`src/design/iru_pkg.sv`:
```
// ---------------------------------------------------------------------------
// iru_pkg: shared types and constants
// Span type, buffer ids, pass opcodes and the pass program of the engine.
// ---------------------------------------------------------------------------
package iru_pkg;

  localparam int MAX_OUT = 32;

  typedef struct packed {
    logic [31:0] lo;
    logic [31:0] hi;
  } span_t;

  // input kinds
  localparam logic [1:0] KIND_A  = 2'd0;
  localparam logic [1:0] KIND_B  = 2'd1;
  localparam logic [1:0] KIND_GO = 2'd2;

  // configuration register indexes
  localparam logic [1:0] REG_OP_MODE = 2'd0;
  localparam logic [1:0] REG_WIN_LO  = 2'd1;
  localparam logic [1:0] REG_WIN_HI  = 2'd2;
  localparam logic [1:0] REG_MIN_LEN = 2'd3;

  // buffer ids
  localparam logic [2:0] BUF_A    = 3'd0;
  localparam logic [2:0] BUF_B    = 3'd1;
  localparam logic [2:0] BUF_S0   = 3'd2;
  localparam logic [2:0] BUF_S1   = 3'd3;
  localparam logic [2:0] BUF_S2   = 3'd4;
  localparam logic [2:0] BUF_S3   = 3'd5;
  localparam logic [2:0] BUF_NONE = 3'd7;

  // pass opcodes
  localparam logic [1:0] OP_COMP  = 2'd0;
  localparam logic [1:0] OP_MERGE = 2'd1;
  localparam logic [1:0] OP_FILT  = 2'd2;
  localparam logic [1:0] OP_EMIT  = 2'd3;

  typedef struct packed {
    logic [1:0] op;
    logic [2:0] sx;
    logic [2:0] sy;
    logic [2:0] dst;
    logic       last;
  } prog_t;

  typedef struct packed {
    logic       start;
    logic [1:0] op;
    logic [2:0] sx;
    logic [2:0] sy;
    logic [2:0] dst;
  } pass_cmd_t;

  typedef struct packed {
    logic done;
    logic xor_mode;
  } dp_status_t;

  function automatic prog_t prog_entry(logic xor_mode, logic [3:0] step);
    prog_t p;
    p = '{op: OP_EMIT, sx: BUF_S0, sy: BUF_NONE, dst: BUF_NONE, last: 1'b1};
    if (!xor_mode) begin
      if (step == 4'd0) p = '{OP_MERGE, BUF_A, BUF_B, BUF_S0, 1'b0};
    end else begin
      unique case (step)
        4'd0: p = '{OP_COMP,  BUF_A,  BUF_NONE, BUF_S0, 1'b0};
        4'd1: p = '{OP_MERGE, BUF_S0, BUF_B,    BUF_S1, 1'b0};
        4'd2: p = '{OP_COMP,  BUF_B,  BUF_NONE, BUF_S0, 1'b0};
        4'd3: p = '{OP_MERGE, BUF_S0, BUF_A,    BUF_S2, 1'b0};
        4'd4: p = '{OP_COMP,  BUF_S1, BUF_NONE, BUF_S0, 1'b0};
        4'd5: p = '{OP_COMP,  BUF_S2, BUF_NONE, BUF_S3, 1'b0};
        4'd6: p = '{OP_MERGE, BUF_S0, BUF_S3,   BUF_S1, 1'b0};
        4'd7: p = '{OP_FILT,  BUF_S1, BUF_NONE, BUF_S0, 1'b0};
        default: ;
      endcase
    end
    return p;
  endfunction

endpackage

```
`src/design/iru_ctrl.sv`:
```
// ---------------------------------------------------------------------------
// iru_ctrl: pass sequencer
// Steps through the pass program after a go transaction.
// ---------------------------------------------------------------------------
module iru_ctrl
  import iru_pkg::*;
(
  input  logic       clk,
  input  logic       rst,
  input  logic       go,
  input  dp_status_t status,
  output logic       in_ready,
  output pass_cmd_t  cmd
);

  localparam logic [1:0] ST_IDLE  = 2'd0;
  localparam logic [1:0] ST_ISSUE = 2'd1;
  localparam logic [1:0] ST_WAIT  = 2'd2;

  logic [1:0] state;
  logic [3:0] step;
  prog_t      p;

  assign p        = prog_entry(status.xor_mode, step);
  assign in_ready = (state == ST_IDLE);

  always_comb begin
    cmd       = '0;
    cmd.start = (state == ST_ISSUE);
    cmd.op    = p.op;
    cmd.sx    = p.sx;
    cmd.sy    = p.sy;
    cmd.dst   = p.dst;
  end

  always_ff @(posedge clk) begin
    if (rst) begin
      state <= ST_IDLE;
      step  <= '0;
    end else begin
      unique case (state)
        ST_IDLE: begin
          step <= '0;
          if (go) state <= ST_ISSUE;
        end
        ST_ISSUE: state <= ST_WAIT;
        ST_WAIT: begin
          if (status.done) begin
            if (p.last) begin
              state <= ST_IDLE;
            end else begin
              step  <= step + 4'd1;
              state <= ST_ISSUE;
            end
          end
        end
        default: state <= ST_IDLE;
      endcase
    end
  end

endmodule

```
`config.mk`:
```
export PLATFORM = sky130hd
export DESIGN_NAME = iru_ctrl
export DESIGN_NICKNAME = d
export VERILOG_FILES = /design/src/design/iru_pkg.sv /design/src/design/iru_ctrl.sv
export SDC_FILE = /design/constraint.sdc
export NUM_CORES = 1
export LEC_CHECK = 0
export BUFFER_PORTS_ARGS = -buffer_cell sky130_fd_sc_hd__clkbuf_2
export CORE_MARGIN = 2
export CORE_UTILIZATION = 48
export DETAILED_ROUTE_END_ITERATION = 8
export GPL_ROUTABILITY_DRIVEN = 0
export GPL_TIMING_DRIVEN = 0
export PLACE_DENSITY = 0.79
export SYNTH_ARGS = -nofsm -noshare
export SYNTH_HDL_FRONTEND = slang
export SYNTH_SLANG_ARGS = --single-unit
```
`constraint.sdc`:
```
create_clock -name clk -period 2.9 [get_ports clk]
set_input_delay 0.58 -clock clk [delete_from_list [all_inputs] [get_ports clk]]
set_output_delay 0.58 -clock clk [all_outputs]
set_load 0.01 [all_outputs]
```
### Yosys cells after proc, flatten, opt, wreduce, memory -nomap -nowiden

Cells that the tools add are included.

* flip-flop bits (word level): 6
* logic and storage cells: 30

* $add $sub $neg: 1
* eq/ne operators: 12
* multiplexer cells: 10
* reduce and logical (&&, ||, !) cells: 5

Operator list (number)
* one-hot mux 12 bit (8 select lines): 1
* 2-to-1 mux 12 bit: 2
* equality test 4 x 3 -> 1 bit, second input constant: 4
* equality test 4 x 2 -> 1 bit, second input constant: 2
* 2-to-1 mux 4 bit: 2
* one-hot mux 4 bit (2 select lines): 1
* inequality test 2 bit, second input constant: 3
* one-hot mux 2 bit (3 select lines): 1
* adder 4 x 1 -> 4 bit, second input constant: 1
* equality test 4 x 1 -> 1 bit, second input constant: 1
* logical NOT 4 bit: 1
* 2-to-1 mux 2 bit: 2
* AND reduction 3 bit: 1
* equality test 2 x 1 -> 1 bit, second input constant: 1
* equality test 2 bit, second input constant: 1
* logical NOT 2 bit: 1
* AND reduction 2 bit: 1
* nonzero test 2 bit: 1
* 2-to-1 mux 1 bit: 1

### Longest topological paths before layout

Gate-level depths: netlist of the first run.

* word-level depth: 6
* gate-level depth with buffers: 5
* mapped depth without buffers: 5

### Worst setup path before layout of the first run

No wires, ideal clock.

* path type: register to output
* start: register step[0]
* end: output port cmd[5] in the netlist's numbering
* arrival: 1444 ps
* data required time: 2320 ps
* setup slack: 876 ps
* cell stages (with the launch flop): 5
* path through: dfxtp_1 > inv_1 > ha_1 > or3b_1 > a211o_1

RTL lines
* from (decl): RTL line iru_ctrl.sv:21 `logic [3:0] step;`
* from (signal assigned): RTL line iru_ctrl.sv:52 `step <= step + 4'd1;`
* to (decl): RTL line iru_ctrl.sv:13 `output pass_cmd_t cmd`

==> results of run 1 <==
## layer usage
| layer | routed length [um] | global-route usage | up-vias |
|---|---|---|---|
| li1 | - | - | 363 |
| met4 | 0 | 0.0242 | 0 |
| met3 | 39 | 0.0638 | 0 |
| met5 | 0 | 0 | - |
| met2 | 679 | 0.313 | 8 |
| met1 | 757 | 0.279 | 336 |
## cells by family (layout without fill, tap and decap cells)
family	Yosys count	in the layout	synth area share
AOI/OAI and AO/OA	27	27	0.293
DFF	6	6	0.179
buffers and inverters	11	31	0.0841
adders and majority gates	4	4	0.0748
and+or+nand+nor	37	37	0.368
## path summary, 6_finish.rpt
path	start	slack (ns)	to	cells after the start
max reg2reg	step[0]$_SDFFE_PP0P_	1.31	step[2]$_SDFFE_PP0P_	5
min	go	0.56	state[0]$_SDFFE_PP0P_	3
min reg2reg	step[1]$_SDFFE_PP0P_	0.60	step[1]$_SDFFE_PP0P_	2
max	step[0]$_SDFFE_PP0P_	0.40	cmd[5]	5
## metrics by stage
step / hold WS, ns / instances / instance area, um^2 / power (mW) / utilization
detailed placement: 0.597 / 117 / 773 / 0.153 / 0.594
floorplan: 0.549 / 85 / 669 / 0.134 / -
global placement: 0.583 / 117 / 773 / 0.152 / 0.594
CTS: 0.553 / 120 / 796 / 0.232 / 0.612
finish: 0.556 / 120 / 796 / 0.229 / 0.612
global route: 0.557 / 120 / 796 / 0.242 / 0.612
## power groups by stage
stage,logic (mW),registers (mW),clock network [mW]
2_1_floorplan,0.0454,0.0883,0
3_3_place_gp,0.0636,0.0884,0
3_5_place_dp,0.0644,0.0886,0
4_1_cts,0.0645,0.0870,0.0800
5_1_grt,0.0710,0.0870,0.0844
6_report,0.0644,0.0871,0.0779
## flip-flops by register name, indices dropped and copies added, names as in the netlist
name / count
state: 2
step: 4
## critical path: cells and delay by family (launching register included)
family / cells / cell delay (ns)
AND/OR/NAND/NOR: 1 / 0.42
flip-flops: 1 / 0.44
AO/OA/AOI/OAI: 1 / 0.30
buffers and inverters: 2 / 0.22
adder cells (fa/ha/maj): 1 / 0.30
## cell usage in the layout, fill, tap and decap left out, types with 2 or more instances in the layout
cell	count
ha_1	4
inv_1	3
nand2b_1	4
o21ai_0	3
and2b_1	3
o221ai_1	3
o211ai_1	3
dfxtp_1	6
a21oi_1	6
nand3b_1	3
o21bai_1	3
nand2_1	4
nor2_1	9
clkbuf_4	3
buf_2	6
clkbuf_2	17
nor4b_1	2
## layout make-up
| type | instances | share of cell area |
|---|---|---|
| plain buffers | 8 | 0.0566 |
| well taps | 15 | 0.0236 |
| multi-input cells | 68 | 0.619 |
| repair buffers | 17 | 0.107 |
| clock buffers | 3 | 0.0283 |
| inverters | 3 | 0.0142 |
| flip-flops and latches | 6 | 0.151 |
==> metrics.cfg, run 1 <==
[global_route]
grt_overflow_total=0
grt_pass1_vias=509
antenna_found_initial=0
grt_max_degree=11
track_usage=0.201
grt_first_pass_wirelength_mm=2.26

[power_and_ir_drop]
p_switching_uw=69.9
p_clk_frac=0.340
power.leakage_nw=0.346
combPwrFrac=0.281
irDropWorstVdd_mv=0.257
p_per_area_nw_per_um2=288
switching_share=0.305
cell_internal_pwr_uw=159
p_seq_frac=0.380

[logic_synthesis]
async_flop_share=0
synth_top_area_cell=dfxtp_1
synth.area.top_cells=dfxtp_1 18%, ha_1 7.5%, nor2_1 5.0%
synth_top_area_frac=0.179
synth_nets=94
synth_area_per_cell_um2=7.88
synth.most_common_cell=nor2_1
yosys_register_bits=6
synth_flop_cell=dfxtp_1
synth_area_um2=669
synthDistinctLibCells=38
ys_warn_count=0
synth_edf_count=0
synthTopCellsByCount=9 x nor2_1, 6 x a21oi_1, 6 x buf_2, 6 x dfxtp_1
seq_area_frac_synth=0.179
synth_cells=85

[worst_setup_path]
path_max_fanout=7
path_class=reg2out
max_stage_delay_ns=0.44
start_kind=flop
critPathSlowestCell=dfxtp_1
arrival_ns=1.92
end_kind=output port
cp_cell_sequence=inv_1 > ha_1 > or3b_1 > a211o_1 > clkbuf_2
cp.required_ns=2.32

[route]
ant_nets=0
first_iter_violations=11
wire_per_inst_um=12.3
drc_errors=0
detail_route.first_pass.iterations=4
avgViaCountPerCell=5.89
totalWireLength_mm=1.48
vias=707

[timing]
max_freq_mhz=400
maxSlewHeadroom=0.735
finalHoldViolCount=0
skew_ns=0.00319
setup_tns_ns=0
worst_pin_slew_ns=0.398
finalMaxSlewViolations=0
rsz0062_at_grt=false
fin_crit_ns=2.50
fin_crit_sh=0.862
setup_viol=0
timing.final.ws_setup_ns=0.400

[flow_run]
maxCapViolations=0

[place]
hpwl_mm=1.10
port_buffers=17
dp_worst_setup_slack_ns=0.669

[status]
status=finished clean

[clock_tree]
clockBufferDepth=2
cts_max_level=1
path_clk_slew_ns=0.05
cts_num_sinks=6
cts.hold.buffers_added=0
clock_latency_ns=0.24
cts_inserted_buffers=3
cts_tree=yes
cts_repair_resize_count=0
cts_root_buf=clkbuf_4
cts_setup_buffers=0

[die]
initial_core_util=0.514
num_rows=13
io_pins=18
die_x_um=41.3
dieArea_um2=1710
core_um2=1300
dieHeight_um=41.3

[final_layout]
drive_above_1_share=0.295
n_antenna_cell=0
regArea_um2=120
fillers=133
area_delta_synth_final_pct=18.9
multi_input_area_um2=493
final_nets=116

[min_path]
hold_class=in2reg

Power figures use the tool's default switching activity.
==> run 2: changes to the inputs <==
ABC_AREA = 1   (was not set)
CORE_AREA = 2 2 39 41   (was not set)
CORE_MARGIN = not set   (was 2)
CORE_UTILIZATION = not set   (was 48)
DIE_AREA = 0 0 41 43   (was not set)
PLACE_DENSITY = 0.75   (was 0.79)
==> metrics.cfg, run 2 <==
[clock_tree]
cts_root_buf=clkbuf_4
clock_latency_ns=0.24  ; about the same
clockBufferDepth=2  ; unchanged
cts.hold.buffers_added=0  ; unchanged
path_clk_slew_ns=0.04  ; about the same
cts_max_level=1  ; unchanged
cts_tree=yes
cts_inserted_buffers=3  ; unchanged
cts_num_sinks=6  ; unchanged
cts_setup_buffers=0  ; unchanged
cts_repair_resize_count=0  ; unchanged

[global_route]
grt_first_pass_wirelength_mm=1.86  ; -18%
antenna_found_initial=0  ; unchanged
grt_overflow_total=0  ; unchanged
grt_max_degree=9  ; -2
grt_pass1_vias=474  ; -6.9%
track_usage=0.154  ; -0.0472

[logic_synthesis]
synth_edf_count=0  ; unchanged
synth_cells=88  ; +3.5%
ys_warn_count=0  ; unchanged
synth_area_um2=578  ; -14%
yosys_register_bits=6  ; unchanged
synth_area_per_cell_um2=6.57  ; -17%
synth.area.top_cells=dfxtp_1 21%, nand2_1 13%, ha_1 8.7%
synth_flop_cell=dfxtp_1
async_flop_share=0  ; unchanged
synth_top_area_cell=dfxtp_1
synth_nets=97  ; +3.2%
synth_top_area_frac=0.208  ; +0.0284
synth.most_common_cell=nand2_1
seq_area_frac_synth=0.208  ; +0.0284
synthDistinctLibCells=22  ; -42%
synthTopCellsByCount=20 x nand2_1, 13 x inv_1, 8 x nor2_1

[worst_setup_path]
critPathSlowestCell=dfxtp_1
worst-r2r-setup-slack_ns=1.57  ; +0.26 ns
cp.required_ns=2.32  ; about the same
end_kind=output port
reg2reg_depth=8  ; +3
crit_path_start=step[0]$_SDFFE_PP0P_
cp_cell_sequence=inv_1 > ha_1 > nor2_1 > a21oi_1 > o21ai_0 > nand2_1 > clkbuf_2
r2r_end=step[1]$_SDFFE_PP0P_
crit_path_end=cmd[7]
path_max_fanout=4  ; -3
path_class=reg2out
start_kind=flop
arrival_ns=1.58  ; -0.34 ns
max_stage_delay_ns=0.39  ; -0.05 ns
r2r_start=step[0]$_SDFFE_PP0P_

[timing]
fin_crit_sh=0.746  ; -0.116
fin_crit_ns=2.16  ; -0.337 ns
rsz0062_at_grt=false
finalHoldViolCount=0  ; unchanged
skew_ns=0.000907  ; -0.00228 ns
setup_viol=0  ; unchanged
finalMaxSlewViolations=0  ; unchanged
fin_hold_ws_ns=0.528  ; -0.0287 ns
maxSlewHeadroom=0.818  ; +0.0835
max_freq_mhz=462  ; +16%
worst_pin_slew_ns=0.272  ; -0.126 ns
setup_tns_ns=0  ; unchanged

[route]
drc_errors=0  ; unchanged
ant_nets=0  ; unchanged
first_iter_violations=9  ; -2
wire_per_inst_um=9.52  ; -23%
vias=585  ; -17%
totalWireLength_mm=1.18  ; -20%
detail_route.first_pass.iterations=4  ; unchanged
avgViaCountPerCell=4.72  ; -20%

[final_layout]
finalNonFillerCells=124  ; +3.3%
regArea_um2=120  ; unchanged
layout_common_cells=20 x nand2_1, 17 x clkbuf_2, 13 x inv_1
drive_above_1_share=0.296  ; +0.00106
top_regs=step (4), state (2)
largest_reg_flops=4  ; unchanged
fillers=144  ; +8.3%
multi_input_area_um2=383  ; -22%
n_antenna_cell=0  ; unchanged
top_register=step
area_delta_synth_final_pct=22.1
final_nets=119  ; +2.6%
layout_commonest_cell=nand2_1

[power_and_ir_drop]
p_switching_uw=118  ; +68%
p_per_area_nw_per_um2=433  ; +50%
power.leakage_nw=0.357  ; +3.3%
combPwrFrac=0.435  ; +0.154
switching_share=0.385  ; +0.0804
cell_internal_pwr_uw=188  ; +18%
irDropWorstVdd_mv=0.240  ; -6.5%
p_clk_frac=0.244  ; -0.096
p_seq_frac=0.321  ; -0.059

[place]
port_buffers=17  ; unchanged
place_inst=121  ; +3.4%
hpwl_um=983  ; -10%

[min_path]
hold_class=in2reg

[die]
die_x_um=41  ; -0.83%
dieHeight_um=43  ; +4.0%
num_rows=14  ; +1
initial_core_util=0.418  ; -0.0967
core_um2=1380  ; +6.3%
io_pins=18  ; unchanged
dieArea_um2=1760  ; +3.1%

[status]
status=finished clean

[flow_run]
maxCapViolations=0  ; unchanged

[run 2: cell types whose count changed after synthesis, moves of 3 or more]
cell      before  now
buf_2          6    0
nand2_1        4   20
nand3_1        0    7
o211ai_1       3    0
nand2b_1       4    0
inv_1          3   13
nand2_4        0    3
o221ai_1       3    0
and2b_1        3    0
inv_2          0    3
o21bai_1       3    0
[run 2: power groups by stage]
| stage | Clock, mW | Sequential, mW | Combinational [mW] |
|---|---|---|---|
| after floorplan | 0 | 0.0980 | 0.0953 |
| after global placement | 0 | 0.0992 | 0.132 |
| after detailed placement | 0 | 0.0997 | 0.133 |
| after CTS | 0.0783 | 0.0982 | 0.133 |
| after global routing | 0.0817 | 0.0992 | 0.151 |
| final | 0.0745 | 0.0981 | 0.133 |
[run 2: how the worst min path moves through the flow]
| stage | start | to | cells after the start |
|---|---|---|---|
| 2_1_floorplan | step[0]$_SDFFE_PP0P_ | step[0]$_SDFFE_PP0P_ | 2 |
| 3_3_place_gp | step[0]$_SDFFE_PP0P_ | step[0]$_SDFFE_PP0P_ | 2 |
| 3_5_place_dp | step[3]$_SDFFE_PP0P_ | step[3]$_SDFFE_PP0P_ | 2 |
| 4_1_cts | rst | step[1]$_SDFFE_PP0P_ | 2 |
| 5_1_grt | rst | step[1]$_SDFFE_PP0P_ | 2 |
| 6_report | rst | step[1]$_SDFFE_PP0P_ | 2 |
[run 2: layout make-up]
class / instances / share of cell area
flip-flops and latches: 6 / 0.170
repair buffers: 17 / 0.121
clock buffers: 3 / 0.0319
plain buffers: 1 / 0.0160
well taps: 16 / 0.0284
inverters: 17 / 0.0904
multi-input cells: 64 / 0.543
[run 2: layer usage]
| metal | vias to the layer above | GRT usage | wire length [um] |
|---|---|---|---|
| met5 | - | 0 | 0 |
| met4 | 0 | 0.0800 | 22 |
| met3 | 5 | 0.0314 | 72 |
| met2 | 19 | 0.253 | 531 |
| met1 | 239 | 0.175 | 553 |
| li1 | 322 | - | - |
[run 2: cell families after synthesis]
| group | synth area share |
|---|---|
| fa+ha+maj | 0.0866 |
| simple gates | 0.422 |
| buf+inv | 0.130 |
| compound gates | 0.154 |
| flops | 0.208 |
[run 2: through the flow]
| step | total power [mW] | setup slack [ns] | utilization | instance area [um^2] |
|---|---|---|---|---|
| global placement | 0.231 | 1.02 | 0.494 | 683 |
| global route | 0.332 | 0.574 | 0.510 | 706 |
| floorplan | 0.193 | 1.22 | - | 578 |
| finish | 0.306 | 0.737 | 0.510 | 706 |
| CTS | 0.310 | 0.722 | 0.510 | 706 |
| detailed placement | 0.233 | 0.982 | 0.494 | 683 |
[run 2: critical path, delay by kind of cell (launching register included)]
| family | cells | cell delay, ns |
|---|---|---|
| flip-flops | 1 | 0.39 |
| AO/OA/AOI/OAI | 2 | 0.26 |
| adder cells (fa/ha/maj) | 1 | 0.25 |
| buffers and inverters | 2 | 0.23 |
| AND/OR/NAND/NOR | 2 | 0.20 |
